**src/hdl/ptss_pkg.sv**
```systemverilog
// ----------------------------------------------------------------------------
// ptss_pkg
// Shared types, constants and the microcode table of the periodic task slot
// scheduler.
// ----------------------------------------------------------------------------
`default_nettype none

package ptss_pkg;

	localparam int NUM_SLOTS_DEF = 8;
	localparam int MAX_RESULTS   = 8;
	localparam int CNT_W         = $clog2(MAX_RESULTS + 1);

	typedef enum logic [1:0] {
		ACT_ADD  = 2'd0,
		ACT_TICK = 2'd1,
		ACT_DISP = 2'd2,
		ACT_NONE = 2'd3
	} act_t;

	typedef enum logic {
		KIND_ADD = 1'b0,
		KIND_RUN = 1'b1
	} kind_t;

	typedef struct packed {
		logic [15:0] handle;
		logic [15:0] delay;
		logic [15:0] period;
		logic [7:0]  pending;
	} ent_t;

	// microcode step addresses
	typedef logic [1:0] upc_t;
	localparam upc_t UPC_IDLE  = 2'd0;
	localparam upc_t UPC_PRIME = 2'd1;
	localparam upc_t UPC_LOOP  = 2'd2;
	localparam upc_t UPC_FIN   = 2'd3;

	typedef enum logic [1:0] {
		C_ALWAYS   = 2'd0,
		C_START    = 2'd1,
		C_SCAN_END = 2'd2,
		C_NEVER    = 2'd3
	} cond_t;

	typedef struct packed {
		logic  take_in;
		logic  rd_go;
		logic  scan;
		logic  fin;
		cond_t cond;
		upc_t  target;
	} uword_t;

	function automatic uword_t ucode_rom(input upc_t upc);
		uword_t w;
		w = '0;
		unique case (upc)
			UPC_IDLE: begin
				w.take_in = 1'b1;
				w.cond    = C_START;
				w.target  = UPC_PRIME;
			end
			UPC_PRIME: begin
				w.rd_go  = 1'b1;
				w.cond   = C_ALWAYS;
				w.target = UPC_LOOP;
			end
			UPC_LOOP: begin
				w.rd_go  = 1'b1;
				w.scan   = 1'b1;
				w.cond   = C_SCAN_END;
				w.target = UPC_FIN;
			end
			UPC_FIN: begin
				w.fin    = 1'b1;
				w.cond   = C_ALWAYS;
				w.target = UPC_IDLE;
			end
			default: w = '0;
		endcase
		return w;
	endfunction

endpackage

`default_nettype wire

```
**src/hdl/periodic_task_slot_scheduler_unit.sv**
```systemverilog
// ----------------------------------------------------------------------------
// periodic_task_slot_scheduler_unit
// Time-triggered cooperative scheduler: slot table with add, tick and
// dispatch actions, run by a small microcoded sequencer.
// ----------------------------------------------------------------------------
// One input beat is taken at a time; a no-op action is taken without a walk.
// Add, tick and dispatch walk the slot table held in a single RAM, one slot
// per cycle: the sequencer accepts the beat, primes the read, walks the
// slots and finishes; add stops at the first free slot.
// The walk stalls while a result waits on m_tready. Slot contents read as
// zero until first written, so no clearing pass follows reset.
`default_nettype none

module periodic_task_slot_scheduler_unit #(
	parameter int NUM_SLOTS = ptss_pkg::NUM_SLOTS_DEF
) (
	input  logic        clk,
	input  logic        arst_n,
	input  logic        s_tvalid,
	output logic        s_tready,
	input  logic [47:0] s_tdata,   // task_handle[15:0], start_delay[31:16], repeat_period[47:32]
	input  logic [1:0]  s_tuser,   // action[1:0]
	output logic        m_tvalid,
	input  logic        m_tready,
	output logic [31:0] m_tdata,   // slot_found[0], slot_index[3:1], run_handle[19:4],
	                               // run_count[27:20], zero[31:28]
	output logic [0:0]  m_tuser,   // reply_kind[0]
	output logic        m_tlast
);

	localparam int IW = (NUM_SLOTS > 1) ? $clog2(NUM_SLOTS) : 1;
	localparam logic [IW-1:0] LAST_IDX = IW'(NUM_SLOTS - 1);
	localparam logic [ptss_pkg::CNT_W-1:0] MAX_N = ptss_pkg::CNT_W'(ptss_pkg::MAX_RESULTS);

	ptss_pkg::upc_t   upc_q;
	ptss_pkg::uword_t uw;

	ptss_pkg::act_t act_q;
	logic [15:0]    in_handle_q;
	logic [15:0]    in_delay_q;
	logic [15:0]    in_period_q;

	logic [IW-1:0]  ptr_q;
	logic [IW-1:0]  eidx_s1;
	logic [NUM_SLOTS-1:0] val_q;
	logic           found_q;
	logic [ptss_pkg::CNT_W-1:0] n_q;

	logic           hold_v_q;
	logic [2:0]     hold_idx_q;
	logic [15:0]    hold_handle_q;
	logic [7:0]     hold_count_q;

	logic           out_v_q;
	ptss_pkg::kind_t out_kind_q;
	logic           out_found_q;
	logic [2:0]     out_idx_q;
	logic [15:0]    out_handle_q;
	logic [7:0]     out_count_q;
	logic           out_last_q;

	ptss_pkg::ent_t rd_ent;
	ptss_pkg::ent_t ent;
	ptss_pkg::ent_t wr_ent;
	logic [7:0]     pend_inc;
	logic [15:0]    delay_m1;
	logic           occ;
	logic           qual;
	logic           ram_we;
	logic           s_fire;
	logic           out_free;
	logic           emit;
	logic           stall;
	logic           cond_ok;
	logic [2:0]     eidx3;

	ptss_pkg::kind_t e_kind;
	logic           e_found;
	logic [2:0]     e_idx;
	logic [15:0]    e_handle;
	logic [7:0]     e_count;
	logic           e_last;

	assign uw       = ptss_pkg::ucode_rom(upc_q);
	assign s_tready = uw.take_in;
	assign s_fire   = s_tvalid & s_tready;
	assign out_free = ~out_v_q | m_tready;
	assign eidx3    = 3'(eidx_s1);

	ptss_ram #(
		.WIDTH($bits(ptss_pkg::ent_t)),
		.DEPTH(NUM_SLOTS)
	) u_slots (
		.clk  (clk),
		.we   (ram_we),
		.waddr(eidx_s1),
		.wdata(wr_ent),
		.re   (uw.rd_go & ~stall),
		.raddr(ptr_q),
		.rdata(rd_ent)
	);

	always_comb begin
		ent      = val_q[eidx_s1] ? rd_ent : '0;
		occ      = (ent.handle != 16'd0);
		qual     = occ && (ent.pending != 8'd0) && (n_q < MAX_N);
		pend_inc = (ent.pending == 8'hFF) ? ent.pending : ent.pending + 8'd1;
		delay_m1 = ent.delay - 16'd1;
		wr_ent   = ent;
		ram_we   = 1'b0;
		emit     = 1'b0;
		e_kind   = ptss_pkg::KIND_ADD;
		e_found  = 1'b0;
		e_idx    = 3'd0;
		e_handle = 16'd0;
		e_count  = 8'd0;
		e_last   = 1'b1;
		if (uw.scan) begin
			case (act_q)
				ptss_pkg::ACT_ADD: begin
					if (!occ) begin
						wr_ent.handle  = in_handle_q;
						wr_ent.delay   = in_delay_q;
						wr_ent.period  = in_period_q;
						wr_ent.pending = 8'd0;
						ram_we  = 1'b1;
						emit    = 1'b1;
						e_found = 1'b1;
						e_idx   = eidx3;
					end
				end
				ptss_pkg::ACT_TICK: begin
					if (occ) begin
						ram_we = 1'b1;
						if (ent.delay != 16'd0) begin
							if (delay_m1 == 16'd0) begin
								wr_ent.pending = pend_inc;
								wr_ent.delay   = ent.period;
							end else begin
								wr_ent.delay = delay_m1;
							end
						end else if (ent.period != 16'd0) begin
							wr_ent.pending = pend_inc;
							wr_ent.delay   = ent.period;
						end
					end
				end
				ptss_pkg::ACT_DISP: begin
					if (qual) begin
						ram_we         = 1'b1;
						wr_ent.pending = 8'd0;
						if (ent.period == 16'd0) begin
							wr_ent.handle = 16'd0;
							wr_ent.delay  = 16'd0;
						end
						emit     = hold_v_q;
						e_kind   = ptss_pkg::KIND_RUN;
						e_idx    = hold_idx_q;
						e_handle = hold_handle_q;
						e_count  = hold_count_q;
						e_last   = 1'b0;
					end
				end
				default: ram_we = 1'b0;
			endcase
		end else if (uw.fin) begin
			if (act_q == ptss_pkg::ACT_ADD) begin
				emit = ~found_q;
			end else if (act_q == ptss_pkg::ACT_DISP) begin
				emit     = hold_v_q;
				e_kind   = ptss_pkg::KIND_RUN;
				e_idx    = hold_idx_q;
				e_handle = hold_handle_q;
				e_count  = hold_count_q;
			end
		end
		stall = emit & ~out_free;
		if (stall) begin
			ram_we = 1'b0;
		end
	end

	always_comb begin
		case (uw.cond)
			ptss_pkg::C_ALWAYS:   cond_ok = 1'b1;
			ptss_pkg::C_START:    cond_ok = s_fire && (s_tuser != ptss_pkg::ACT_NONE);
			ptss_pkg::C_SCAN_END: cond_ok = (eidx_s1 == LAST_IDX) ||
			                                ((act_q == ptss_pkg::ACT_ADD) && !occ);
			default:              cond_ok = 1'b0;
		endcase
	end

	always_ff @(posedge clk or negedge arst_n) begin
		if (!arst_n) begin
			upc_q    <= ptss_pkg::UPC_IDLE;
			act_q    <= ptss_pkg::ACT_NONE;
			ptr_q    <= '0;
			eidx_s1  <= '0;
			val_q    <= '0;
			found_q  <= 1'b0;
			n_q      <= '0;
			hold_v_q <= 1'b0;
			out_v_q  <= 1'b0;
		end else begin
			if (!stall && cond_ok) begin
				upc_q <= uw.target;
			end
			if (s_fire) begin
				act_q    <= ptss_pkg::act_t'(s_tuser);
				ptr_q    <= '0;
				found_q  <= 1'b0;
				n_q      <= '0;
				hold_v_q <= 1'b0;
			end
			if (uw.rd_go && !stall) begin
				ptr_q   <= ptr_q + IW'(1);
				eidx_s1 <= ptr_q;
			end
			if (ram_we) begin
				val_q[eidx_s1] <= 1'b1;
				if (act_q == ptss_pkg::ACT_ADD) begin
					found_q <= 1'b1;
				end
			end
			if (ram_we && act_q == ptss_pkg::ACT_DISP) begin
				hold_v_q <= 1'b1;
				n_q      <= n_q + ptss_pkg::CNT_W'(1);
			end else if (uw.fin && !stall) begin
				hold_v_q <= 1'b0;
			end
			if (emit && !stall) begin
				out_v_q <= 1'b1;
			end else if (m_tready) begin
				out_v_q <= 1'b0;
			end
		end
	end

	always_ff @(posedge clk) begin
		if (s_fire) begin
			in_handle_q <= s_tdata[15:0];
			in_delay_q  <= s_tdata[31:16];
			in_period_q <= s_tdata[47:32];
		end
		if (ram_we && act_q == ptss_pkg::ACT_DISP) begin
			hold_idx_q    <= eidx3;
			hold_handle_q <= ent.handle;
			hold_count_q  <= ent.pending;
		end
		if (emit && !stall) begin
			out_kind_q   <= e_kind;
			out_found_q  <= e_found;
			out_idx_q    <= e_idx;
			out_handle_q <= e_handle;
			out_count_q  <= e_count;
			out_last_q   <= e_last;
		end
	end

	assign m_tvalid = out_v_q;
	assign m_tdata  = {4'd0, out_count_q, out_handle_q, out_idx_q, out_found_q};
	assign m_tuser  = out_kind_q;
	assign m_tlast  = out_last_q;

	a_hold_only_disp: assert property (@(posedge clk) disable iff (!arst_n)
		hold_v_q |-> (act_q == ptss_pkg::ACT_DISP))
		else $error("dispatch hold valid outside dispatch");

	a_n_bound: assert property (@(posedge clk) disable iff (!arst_n)
		n_q <= MAX_N)
		else $error("run order count above limit");

	a_we_in_scan: assert property (@(posedge clk) disable iff (!arst_n)
		ram_we |-> (upc_q == ptss_pkg::UPC_LOOP))
		else $error("slot write outside table walk");

	a_found_add: assert property (@(posedge clk) disable iff (!arst_n)
		found_q |-> (act_q == ptss_pkg::ACT_ADD))
		else $error("add found flag set outside add");

endmodule

`default_nettype wire

```
**src/hdl/ptss_ram.sv**
```systemverilog
// ----------------------------------------------------------------------------
// ptss_ram
// Generic single-port-write, single-read RAM with registered read data.
// ----------------------------------------------------------------------------
`default_nettype none

module ptss_ram #(
	parameter int WIDTH = 56,
	parameter int DEPTH = 8,
	localparam int AW   = (DEPTH > 1) ? $clog2(DEPTH) : 1
) (
	input  logic             clk,
	input  logic             we,
	input  logic [AW-1:0]    waddr,
	input  logic [WIDTH-1:0] wdata,
	input  logic             re,
	input  logic [AW-1:0]    raddr,
	output logic [WIDTH-1:0] rdata
);

	logic [WIDTH-1:0] mem [DEPTH];

	always_ff @(posedge clk) begin
		if (we) begin
			mem[waddr] <= wdata;
		end
		if (re) begin
			rdata <= mem[raddr];
		end
	end

endmodule

`default_nettype wire

```
**config.mk**
```make
export PLATFORM = sky130hd
export DESIGN_NAME = periodic_task_slot_scheduler_unit
export DESIGN_NICKNAME = d
export VERILOG_FILES = /design/src/hdl/ptss_pkg.sv /design/src/hdl/periodic_task_slot_scheduler_unit.sv /design/src/hdl/ptss_ram.sv
export SDC_FILE = /design/constraint.sdc
export NUM_CORES = 1
export LEC_CHECK = 0
export BUFFER_PORTS_ARGS = -buffer_cell sky130_fd_sc_hd__clkbuf_2
export CAP_MARGIN = 20
export CORE_ASPECT_RATIO = 1.5
export CORE_MARGIN = 2
export CORE_UTILIZATION = 36
export CTS_BUF_LIST = sky130_fd_sc_hd__clkbuf_4
export DETAILED_ROUTE_END_ITERATION = 7
export PLACE_DENSITY = 0.55
export SLEW_MARGIN = 20
export SYNTH_ARGS = -nofsm -noshare
export SYNTH_HDL_FRONTEND = slang
export SYNTH_SLANG_ARGS = --single-unit
export TNS_END_PERCENT = 30
```
**constraint.sdc**
```tcl
create_clock -name clk -period 6.3 [get_ports clk]
set_clock_uncertainty 0.05 [all_clocks]
set_input_delay 0.315 -clock clk [delete_from_list [all_inputs] [get_ports clk]]
set_output_delay 0.315 -clock clk [all_outputs]
set_load 0.05 [all_outputs]
```
### Yosys cells after proc, flatten, opt, wreduce, memory -nomap -nowiden

Memories as Yosys holds them, arrays and structs flattened. A register that Yosys moved wholly into a read port is not among the register bits.
Index checks and enable logic that the tools add are counted.

| operators by class | value |
|---|---|
| eq/ne operators | 10 |
| $lt $le $gt $ge | 3 |
| add/sub/neg operators | 4 |
| reduce and logical (&&, ||, !) cells | 29 |
| multiplexer cells | 80 |
| bitwise logic cells | 9 |

Operator list:

| kind | count |
|---|---|
| $mux W16 | 11 |
| $mux W56 | 3 |
| $mux W8 | 12 |
| $mux W32 | 2 |
| $pmux W16 S3 | 1 |
| $reduce_bool A16 Y1 | 3 |
| $logic_not A16 Y1 | 2 |
| $mux W1 | 32 |
| $pmux W16 S2 | 1 |
| $mux W3 | 8 |
| $pmux W8 S3 | 1 |
| $pmux W4 S4 | 1 |
| $sub A16 B1 Y16 const B | 1 |
| $logic_and A1 B1 Y1 | 10 |
| $add A8 B1 Y8 const B | 1 |
| $eq A2 B2 Y1 const B | 4 |
| $eq A8 B8 Y1 const B | 1 |
| $mux W4 | 2 |
| $or A8 B8 Y8 | 1 |
| $reduce_bool A8 Y1 | 1 |
| $eq A2 B1 Y1 const B | 3 |
| $logic_not A2 Y1 | 3 |
| $pmux W1 S3 | 2 |
| $pmux W3 S2 | 1 |
| 19 further kinds | 28 |

| word-level totals | value |
|---|---|
| word-level logic and storage cells | 157 |
| memories | 1 |
| flip-flop bits (word level) | 130 |
| memory bits (writable) | 448 |

Memories:

| name | words | width | rd ports | clocked after memory_dff | write ports | line | text |
|---|---|---|---|---|---|---|---|
| u_slots.mem | 8 | 56 | 1 | 1 | 1 | ptss_ram.sv:21 | `logic [WIDTH-1:0] mem [DEPTH];` |

### Depth between registers and ports, before layout

Gate-level depths: netlist of run 1.

| logic depth | value |
|---|---|
| depth after elaboration | 14 |
| depth in mapped cells | 18 |
| depth with buffers taken out | 14 |

### Cells and area by module

Synthesis of run 1 repeated with hierarchy kept, for this count alone.

| unflattened totals | value |
|---|---|
| cell total of the unflattened synthesis | 1395 |
| area total of the unflattened synthesis | 25664.6 um2 |

By module, submodules not included:

| module | instances | cells an instance | area each (um2) |
|---|---|---|---|
| ptss_ram | 1 | 716 | 18535.3 |
| periodic_task_slot_scheduler_unit | 1 | 679 | 7129.3 |

### Least setup slack after synthesis of run 1

Ideal clock, no wire load.

| timing path | value |
|---|---|
| path type | flip-flop to flip-flop |
| from | register eidx_s1[1] (netlist: eidx3[1]) |
| to | memory u_slots.mem[0][0], enable pin |
| data arrival time | 5544 ps |
| path slack | 236 ps |
| period minus slack after synthesis | 6064 ps |
| cell stages (with the launch flop) | 16 |
| setup time | 470 ps |
| buffers on the path | 3 |
| cell sequence | dfrtp_1 -> buf_4 -> mux4_2 -> o2bb2ai_1 -> nor2_1 -> clkbuf_1 -> clkbuf_1 -> nand2_1 -> ha_1 -> a311oi_1 -> a41oi_1 -> nor3b_1 -> a21oi_1 -> nand2b_1 -> nand4b_1 -> nor2_1 |

| between the ends | value |
|---|---|
| longest elaborated chain between the ends | 13 |

RTL lines:

| what | line | text |
|---|---|---|
| start: declaration | periodic_task_slot_scheduler_unit.sv:44 | `logic [IW-1:0] eidx_s1;` |
| start signal: assignment | periodic_task_slot_scheduler_unit.sv:217 | `eidx_s1 <= ptr_q;` |
| $bmux W1 S3 | periodic_task_slot_scheduler_unit.sv:104 | `ent = val_q[eidx_s1] ? rd_ent : '0;` |
| $mux W1 (implied by the code) | periodic_task_slot_scheduler_unit.sv:104 |  |
| $mux W56 | periodic_task_slot_scheduler_unit.sv:104 |  |
| $reduce_bool A16 Y1 or $reduce_bool A8 Y1 (tied branches) | periodic_task_slot_scheduler_unit.sv:105, periodic_task_slot_scheduler_unit.sv:106 |  |
| $logic_and A1 B1 Y1 (2 in a row) | periodic_task_slot_scheduler_unit.sv:106 | `qual = occ && (ent.pending != 8'd0) && (n_q < MAX_N);` |
| $mux W1 | periodic_task_slot_scheduler_unit.sv:149 | `if (qual) begin` |
| $pmux W1 S2 | periodic_task_slot_scheduler_unit.sv:119 | `case (act_q)` |
| $mux W1 | periodic_task_slot_scheduler_unit.sv:118 | `if (uw.scan) begin` |
| $and A1 B1 Y1 | periodic_task_slot_scheduler_unit.sv:177 | `stall = emit & ~out_free;` |
| $mux W1 | periodic_task_slot_scheduler_unit.sv:178 | `if (stall) begin` |
| $mux W1 | ptss_ram.sv:24 | `if (we) begin` |
| $mux W1 (implied by the code) | ptss_ram.sv:25 | `mem[waddr] <= wdata;` |
| end: declaration | ptss_ram.sv:21 |  |

Parallel ways exist; a longest one is shown, timed or not. The select of a mux whose other input is x is not followed.

### Worst setup path in the final report of run 1

| timing path | value |
|---|---|
| from | register eidx_s1[1] (netlist: eidx3[1]) |
| to | memory u_slots.mem[2][32] (data pin) |

| between the ends | value |
|---|---|
| longest elaborated chain between the ends | 10 |

RTL lines:

| what | line | text |
|---|---|---|
| $bmux W1 S3 * | periodic_task_slot_scheduler_unit.sv:104 |  |
| $mux W1 (implied by the code) * | periodic_task_slot_scheduler_unit.sv:104 |  |
| $mux W56 * | periodic_task_slot_scheduler_unit.sv:104 |  |
| $sub A16 B1 Y16 | periodic_task_slot_scheduler_unit.sv:108 | `delay_m1 = ent.delay - 16'd1;` |
| $logic_not A16 Y1 | periodic_task_slot_scheduler_unit.sv:136 | `if (delay_m1 == 16'd0) begin` |
| $mux W16 | periodic_task_slot_scheduler_unit.sv:136 |  |
| $mux W16 | periodic_task_slot_scheduler_unit.sv:135 | `if (ent.delay != 16'd0) begin` |
| $mux W16 | periodic_task_slot_scheduler_unit.sv:133 | `if (occ) begin` |
| $pmux W16 S3 | periodic_task_slot_scheduler_unit.sv:119 |  |
| $mux W56 * | periodic_task_slot_scheduler_unit.sv:118 |  |
| named net u_slots.wdata[32] | ptss_ram.sv:15 | `input logic [WIDTH-1:0] wdata,` |

The timed path passes the listed nets; every way through them passes the cells marked *. The select of a mux whose other input is x is not followed.

==> results_dict.tcl, run 1 <==
set metrics [dict create \
    status "complete, no violations" \
    total_power_uw 16380 \
    initial_core_util 0.3620 \
    start_kind "flop" \
    wl_met3_mm 3.775 \
    insertion_delay_ns 0.97 \
    hold_class "primary input to flop" \
    power.internal_uw 10460 \
    antenna_found_initial 1 \
    setup.worst_path.start "eidx3[1]$_DFFE_PN0P_" \
    rrSetupSlack_ns 0.83 \
    synth_top_area_share 0.7113 \
    synth_warnings 0 \
    synth_cell_type_count 73 \
    ios 90 \
    netlist_instances 1427 \
    setup_slack_ns 0.8329 \
    synth_area_leaders "edfxtp_1 (71%), mux4_2 (9.9%), mux2_2 (2.7%), dfrtp_1 (2.2%), nand2_1 (1.3%)" \
    rows 120 \
    cts_tree "yes" \
    setup_viol 0 \
    fin_crit_ns 5.467 \
    totalWireLength_mm 65.36 \
    crit_path_end "u_slots.mem[2][32]$_DFFE_PP_" \
    yosysMostFrequentCell "edfxtp_1" \
    numCtsBuffers 155 \
    reg2regPathDepth 13 \
    p_per_area_nw_per_um2 536.7 \
    drive_above_1_share 0.3118 \
    core_um2 71020 \
    dp_worst_setup_slack_ns 0.9483 \
    netlist_area_um2 25710 \
    power.switching_uw 5915 \
    cts_max_level 4 \
    grt_pass1_vias 15565 \
    place.gp.congestion 0.9019 \
    highest_layer "met4" \
    p_seq_frac 0.447 \
    antenna_left 0 \
    seq_area_um2 18920 \
    ir_drop_v 0.0002946 \
    fin_crit_sh 0.8678 \
    wl_per_cell_um 23.59 \
    slew_headroom 0.2585 \
    clkPwrFrac 0.208 \
    p_leak_uw 0.01036 \
    ys_seq_elements 634 \
    hold_viol 0 \
    fmax_ghz 0.1829 \
    required_ns 6.87 \
    die_h_um 331.3 \
    wl_met1_mm 25.30 \
    overflow 0 \
    drt_iter0_drc 1084 \
    root_buffer "clkbuf_4" \
    multi_input_area_um2 6481 \
    synth_area_per_cell_um2 18.02 \
    rr_endpoint "u_slots.mem[2][32]$_DFFE_PP_" \
    synth-edff-count 609 \
    clkTransAtPathRegs_ns 0.07 \
    cts_setup_buffers 0 \
    worstPathMaxFanout 13 \
    worstMarginPinSlew_ns 1.095 \
    pwr-share-comb 0.345 \
    async_reset_ff_frac 0.03943 \
    viasPerCell 5.283 \
    report.final.slew_viol_count 0 \
    nets 1806 \
    area_growth_pct 18.68 \
    grt_max_degree 65 \
    r2r-start "eidx3[1]$_DFFE_PN0P_" \
    firstDrtPassIters 5 \
    dieArea_um2 73620 \
    worst_ep_arrival_time_ns 6.04 \
    port_buffers 85 \
    dr_wl_met2_mm 34.28 \
    synth_top_cell_by_area "edfxtp_1" \
    die_w_um 222.2 \
    fin_util 0.4297 \
    ctsResizeCount 0 \
    rsz0062_at_grt "false" \
    clockBufferDepth 3 \
    cts_hold_buf 105 \
    end_kind "flop" \
    ys_seq_area_frac 0.7357 \
    swShare 0.3612 \
    crit_type "flop to flop" \
    track_usage 0.1804 \
    via_count 14633 \
    max_cap_viol_count 0 \
    drc_errors 0 \
    fillCellCount 6405 \
    dp_hpwl_mm 38.66 \
    synthFlopType "edfxtp_1" \
    timing.setup.tns_ns 0 \
    grt_pass1_wl_mm 97.21 \
    synth_commonest_cells "edfxtp_1 (609), mux4_2 (113), nand2_1 (86)" \
    clock_sinks 634 \
]
-- power groups by stage --
stage                     clock network, µW  registers (µW)  logic (µW)
after CTS                              3550            7340        5710
after global routing                   3730            7410        6140
after detailed placement                  0            7420        5630
final                                  3410            7320        5650
after global placement                    0            7400        5530
after floorplan                           0            7140        3720
-- layer usage --
metal | GRT usage | vias to the layer above
met4 | 0.08223 | 0
met2 | 0.3170 | 554
met1 | 0.2098 | 7461
met5 | 0 | -
li1 | - | 6484
met3 | 0.04004 | 134
-- state kept, by name, summed over array words and instances, names as in the netlist, 16 cells and up --
name and flops:
hold_handle_q 16, in_handle_q 16, u_slots.mem 448, in_period_q 16
out_handle_q 16, in_delay_q 16, u_slots.rdata 56
-- area by class of cell --
type                    count  area share
well taps                 915     0.03752
clock buffers             216     0.05314
inverters                  18    0.002214
clock inverters            54     0.01169
repair buffers            237     0.06274
flip-flops and latches    634      0.6202
diodes                      1  0.00008201
multi-input cells         695      0.2124
-- placed cells by master, fill, tap and decap left out, drive strengths merged, types with 4 or more instances in the layout --
cell type / instances
nor2: 51
clkbuf: 301
edfxtp: 609
conb: 4
a31oi: 8
or3: 8
inv: 22
or2: 4
and3: 27
nand2b: 11
ha: 11
nor2b: 6
o31ai: 5
a311oi: 4
and2: 26
mux4: 113
o21bai: 11
nand3: 23
buf: 48
o21ai: 53
xnor2: 5
a22o: 19
o311ai: 7
dlygate4sd3: 104
a22oi: 4
mux2i: 9
dfrtp: 23
nor3: 16
a21o: 4
nand2: 86
a211oi: 5
nor4: 14
mux2: 61
o211ai: 8
xor2: 5
clkinv: 43
bufinv: 5
nand4: 6
a21oi: 37
-- how the worst min path moves through the flow --
stage	startpoint	end	slack (ns)	cells after the start
after floorplan	arst_n	eidx3[0]$_DFFE_PN0P_	-0.03	0
after global placement	arst_n	m_tvalid$_DFFE_PN0P_	0.33	1
after detailed placement	arst_n	m_tvalid$_DFFE_PN0P_	0.33	1
after CTS	s_tuser[1]	act_q[1]$_DFFE_PN1P_	0.03	3
after global routing	s_tuser[1]	act_q[1]$_DFFE_PN1P_	0.09	3
final	s_tuser[1]	act_q[1]$_DFFE_PN1P_	0.14	3
-- per-stage QoR --
stage | cells | hold slack, ns | cell area (µm²)
after global routing | 2770 | 0.08877 | 30510
after floorplan | 1430 | -0.03059 | 25720
after global placement | 2394 | 0.3274 | 27470
after detailed placement | 2394 | 0.3290 | 27470
after CTS | 2769 | 0.02674 | 30510
final | 2770 | 0.1439 | 30510
-- logic make-up after synthesis --
kind of cell	synth area share
AO/OA/AOI/OAI	0.05178
XOR/XNOR	0.003406
adder cells (fa/ha/maj)	0.005353
buffers and inverters	0.01591
flip-flops	0.7357
multiplexers	0.1292
other	0.0001459
AND/OR/NAND/NOR	0.05849
-- critical path: stages (launching register included) --
cell       delay [ns]
dfrtp_1          0.59
mux4_2           0.59
o2bb2ai_1        0.44
nor2_2           0.24
nand2_1          0.20
ha_1             0.34
nor2b_1          0.34
nand4_1          0.25
xnor2_1          0.30
nand3_1          0.18
nor4_4           0.54
buf_4            0.26
a21oi_1          0.07
o21ai_0          0.72
Note: power is estimated with default switching activity, not from simulation.
==> run 2: changes to the inputs <==
Settings changed: CORE_MARGIN 2 to 8.
==> results_dict.tcl, run 2 (synthesized netlist as in run 1, its figures left out) <==
set metrics [dict create \
    totalWireLength_mm 65.39 \
    cp_slowest_cell "mux4_2" \
    fin_hold_ws_ns 0.1502 \
    worst_ep_arrival_time_ns 6.03 \
    die_h_um 343.3 \
    drc_errors 0 \
    overflow 0 \
    layout_commonest_cell "edfxtp_1" \
    firstDrtPassIters 5 \
    antenna_found_initial 2 \
    setup_viol 0 \
    cts_tree "yes" \
    dieArea_um2 80400 \
    ir_drop_v 0.0003911 \
    crit_chain "mux4_2 -> o2bb2ai_1 -> nor2_2 -> buf_4 -> nand2_1 -> ha_1 -> a311oi_1 -> a41oi_1 -> nor3b_2 -> buf_4 -> a21oi_1 -> nand2b_1 -> nand4b_1 -> nor2_4 -> buf_4" \
    fillCellCount 6321 \
    wl_per_cell_um 23.77 \
    top_regs "u_slots.mem (448), u_slots.rdata (56)" \
    root_buffer "clkbuf_4" \
    viasPerCell 5.258 \
    cts_max_level 4 \
    pwr-share-comb 0.343 \
    status "complete, no violations" \
    end_kind "flop" \
    hold_class "primary input to flop" \
    timing.setup.tns_ns 0 \
    clkPwrFrac 0.199 \
    grt_pass1_vias 15690 \
    dp_worst_setup_slack_ns 0.8804 \
    initial_core_util 0.3620 \
    final_cell_mix "edfxtp_1 (609), clkbuf_4 (214), mux4_2 (113)" \
    required_ns 6.87 \
    via_count 14466 \
    area_growth_pct 18.13 \
    worstPathMaxFanout 36 \
    swShare 0.3639 \
    start_kind "flop" \
    crit_type "flop to flop" \
    worstMarginPinSlew_ns 1.094 \
    rsz0062_at_grt "false" \
    fin_crit_sh 0.8676 \
    power.switching_uw 5877 \
    fin_crit_ns 5.466 \
    grt_pass1_wl_mm 97.60 \
    port_buffers 85 \
    cpMostUsedCell "buf_4" \
    slew_headroom 0.2708 \
    fmax_ghz 0.1830 \
    clockBufferDepth 3 \
    regMostFlops "u_slots.mem" \
    grt_max_degree 60 \
    rows 120 \
    numCtsBuffers 152 \
    cts_hold_buf 104 \
    drive_above_1_share 0.3102 \
    power.internal_uw 10280 \
    place.gp.congestion 0.9177 \
    die_w_um 234.2 \
    p_leak_uw 0.01027 \
    setup_slack_ns 0.8341 \
    total_power_uw 16150 \
    cts_setup_buffers 0 \
    largest_reg_flops 448 \
    ios 90 \
    report.final.slew_viol_count 0 \
    max_stage_delay_ns 0.59 \
    hold_viol 0 \
    insertion_delay_ns 0.98 \
    core_um2 71020 \
    track_usage 0.1642 \
    clock_sinks 634 \
    drt_iter0_drc 1020 \
    p_seq_frac 0.458 \
    p_per_area_nw_per_um2 531.8 \
    ctsResizeCount 0 \
    max_cap_viol_count 0 \
    dp_hpwl_mm 40.68 \
    antenna_left 0 \
    nets 1798 \
    clkTransAtPathRegs_ns 0.07 \
]
[run 2: critical path, delay by kind of cell (launching register included)]
kind	cells	cell delay, ns
DFF	1	0.58
adders and majority gates	1	0.20
buffers and inverters	3	0.91
muxes	1	0.59
and+or+nand+nor	6	1.59
AOI/OAI and AO/OA	4	1.19
[run 2: worst paths after layout]
kind / from / end / slack (ns) / cells past startpoint
worst max-delay path: eidx3[1]$_DFFE_PN0P_ / u_slots.mem[0][21]$_DFFE_PP_ / 0.83 / 15
worst min-delay path: s_tuser[1] / act_q[1]$_DFFE_PN1P_ / 0.15 / 3
worst max register to register: eidx3[1]$_DFFE_PN0P_ / u_slots.mem[0][21]$_DFFE_PP_ / 0.83 / 15
worst min register to register: val_q[4]$_DFFE_PN0P_ / val_q[4]$_DFFE_PN0P_ / 0.43 / 1
max in group asynchronous: arst_n / n_q[3]$_DFFE_PN0P_ / 5.61 / 4
min in group asynchronous: arst_n / val_q[6]$_DFFE_PN0P_ / 0.40 / 4
[run 2: per-layer routing]
| metal | GRT usage | up-vias | share of wire |
|---|---|---|---|
| met5 | 0 | - | 0 |
| met4 | 0.06528 | 0 | 0.027 |
| met3 | 0.03894 | 139 | 0.050 |
| met2 | 0.2910 | 478 | 0.53 |
| met1 | 0.1891 | 7386 | 0.39 |
| li1 | - | 6463 | - |
[run 2: power groups by stage]
stage,logic [µW],clock network [µW],registers (µW)
after floorplan,3720,0,7140
after global placement,5450,0,7470
after detailed placement,5540,0,7500
after CTS,5610,3350,7420
after global routing,5980,3540,7480
final,5540,3210,7400
[run 2: layout make-up]
class	instances	area (µm²)	share of cell area
Timing Repair Buffer	232	1909	0.06286
Clock buffer	214	1607	0.05289
Tap cell	915	1145	0.03769
Clock inverter	38	221.5	0.007291
Multi-Input combinational cell	695	6486	0.2136
Antenna cell	5	12.51	0.0004119
Sequential cell	634	18920	0.6231
Inverter	18	67.56	0.002225
[run 2: metrics by stage]
step | utilization | instance area, µm² | std cells
after detailed placement | 0.3869 | 27480 | 2389
after global placement | 0.3869 | 27480 | 2389
after global routing | 0.4277 | 30370 | 2751
final | 0.4277 | 30370 | 2751
after CTS | 0.4274 | 30360 | 2745
after floorplan | - | 25720 | 1430
==> run 3: changes to the inputs <==
Settings changed: CTS_BUF_LIST sky130_fd_sc_hd__clkbuf_4 to sky130_fd_sc_hd__clkbuf_8.
==> results_dict.tcl, run 3 (synthesized netlist as in run 1, its figures left out) <==
set metrics [dict create \
    status "complete, no violations" \
    path_buf_inv 3 \
    top_usage_layer "met2" \
    clockBufferDepth 3 \
    slew_headroom 0.2701 \
    multi_input_area_um2 6486 \
    grt_max_degree 60 \
    overflow 0 \
    insertion_delay_ns 0.72 \
    die_w_um 234.2 \
    drive_above_1_share 0.2695 \
    root_buffer "clkbuf_8" \
    power.switching_uw 5897 \
    layout_commonest_cell "edfxtp_1" \
    largest_reg_flops 448 \
    ir_drop_v 0.0003495 \
    clkTransAtPathRegs_ns 0.06 \
    port_buffers 85 \
    hold_class "primary input to async pin" \
    end_kind "flop" \
    max_stage_delay_ns 0.59 \
    fin_crit_sh 0.8659 \
    fin_crit_ns 5.455 \
    cp_slowest_cell "mux4_2" \
    antenna_found_initial 1 \
    grt_pass1_vias 15020 \
    cts_setup_buffers 0 \
    place.gp.congestion 0.9177 \
    fin_hold_ws_ns 0.1595 \
    p_per_area_nw_per_um2 544.5 \
    clock_sinks 634 \
    ios 90 \
    drc_errors 0 \
    rows 120 \
    grtUsageMet3 0.02516 \
    initial_core_util 0.3620 \
    p_seq_frac 0.455 \
    report.final.slew_viol_count 0 \
    crit_family "simple AND/OR/NAND/NOR gates" \
    via_count 14056 \
    firstDrtPassIters 8 \
    dieArea_um2 80400 \
    grt_pass1_wl_mm 95.81 \
    cts_tree "yes" \
    rsz0062_at_grt "false" \
    swShare 0.3622 \
    crit_type "flop to flop" \
    totalWireLength_mm 64.74 \
    grt_use_met2 0.2883 \
    clkPwrFrac 0.206 \
    worst_ep_arrival_time_ns 5.76 \
    p_leak_uw 0.01001 \
    crit_chain "mux4_2 -> o2bb2ai_1 -> nor2_2 -> buf_4 -> nand2_1 -> ha_1 -> a311oi_1 -> a41oi_1 -> nor3b_2 -> buf_4 -> a21oi_1 -> nand2b_1 -> nand4b_1 -> nor2_4 -> buf_4" \
    pwr-share-comb 0.339 \
    hold_viol 0 \
    wl_per_cell_um 24.72 \
    max_cap_viol_count 0 \
    required_ns 6.60 \
    viasPerCell 5.367 \
    worstMarginPinSlew_ns 1.095 \
    area_growth_pct 16.32 \
    timing.setup.tns_ns 0 \
    track_usage 0.1607 \
    seq_area_um2 18920 \
    final_cell_mix "edfxtp_1 (609), mux4_2 (113), clkbuf_8 (96)" \
    drt_iter0_drc 1085 \
    cpMostUsedCell "buf_4" \
    numCtsBuffers 95 \
    power.internal_uw 10390 \
    worstPathMaxFanout 36 \
    setup_viol 0 \
    use_met1 0.1916 \
    fillCellCount 6247 \
    top_regs "u_slots.mem (448), u_slots.rdata (56)" \
    fin_area_um2 29910 \
    start_kind "flop" \
    fmax_ghz 0.1833 \
    dp_hpwl_mm 40.68 \
    regMostFlops "u_slots.mem" \
    antenna_left 0 \
    core_um2 71020 \
    nets 1689 \
    die_h_um 343.3 \
    place_area_um2 27480 \
    cts_max_level 3 \
]
==> run 3: cell type report <==
class	count	share of cell area
flip-flops and latches	634	0.6328
multi-input cells	695	0.2169
well taps	915	0.03828
clock buffers	96	0.04418
clock inverters	80	0.01945
inverters	18	0.002259
diodes	1	0.00008367
repair buffers	180	0.04610
==> run 3: timing repair <==
item                                    in CTS  in global routing
endpoints found under the setup margin       0                  0
gates resized for setup                      0                  0
hold endpoints to repair                    76                  0
hold buffers                                52                  0
==> run 3: worst paths after layout <==
kind / startpoint / to / slack (ns) / depth (start not counted)
min: arst_n / val_q[6]$_DFFE_PN0P_ / 0.16 / 2
max: eidx3[1]$_DFFE_PN0P_ / u_slots.mem[0][22]$_DFFE_PP_ / 0.84 / 15
max reg2reg: eidx3[1]$_DFFE_PN0P_ / u_slots.mem[0][22]$_DFFE_PP_ / 0.84 / 15
min in group clk: s_tvalid / ptr_q[2]$_DFFE_PN0P_ / 0.18 / 4
max in group asynchronous: arst_n / ptr_q[0]$_DFFE_PN0P_ / 5.55 / 2
min reg2reg: val_q[4]$_DFFE_PN0P_ / val_q[4]$_DFFE_PN0P_ / 0.42 / 1
==> run 3: power by group through the flow <==
| stage | combinational (µW) | sequential, µW | clock (µW) |
|---|---|---|---|
| floorplan | 3720 | 7140 | 0 |
| global placement | 5450 | 7470 | 0 |
| detailed placement | 5540 | 7500 | 0 |
| CTS | 5590 | 7420 | 3470 |
| global route | 5950 | 7480 | 3630 |
| finish | 5520 | 7400 | 3360 |
==> run 3: per-stage QoR <==
| stage | total power (µW) | worst slack (ns) | std cells | utilization |
|---|---|---|---|---|
| floorplan | 10850 | 0.2360 | 1430 | - |
| global placement | 12920 | 1.053 | 2389 | 0.3869 |
| detailed placement | 13040 | 0.8804 | 2389 | 0.3869 |
| CTS | 16480 | 0.8627 | 2617 | 0.4210 |
| global route | 17070 | 0.5480 | 2619 | 0.4211 |
| finish | 16280 | 0.8447 | 2619 | 0.4211 |
==> run 3: metal layers <==
layer / up-vias / routed length (µm)
li1: 6172 / -
met1: 7273 / 25540
met2: 485 / 34260
met3: 126 / 3216
met4: 0 / 1714
met5: - / 0
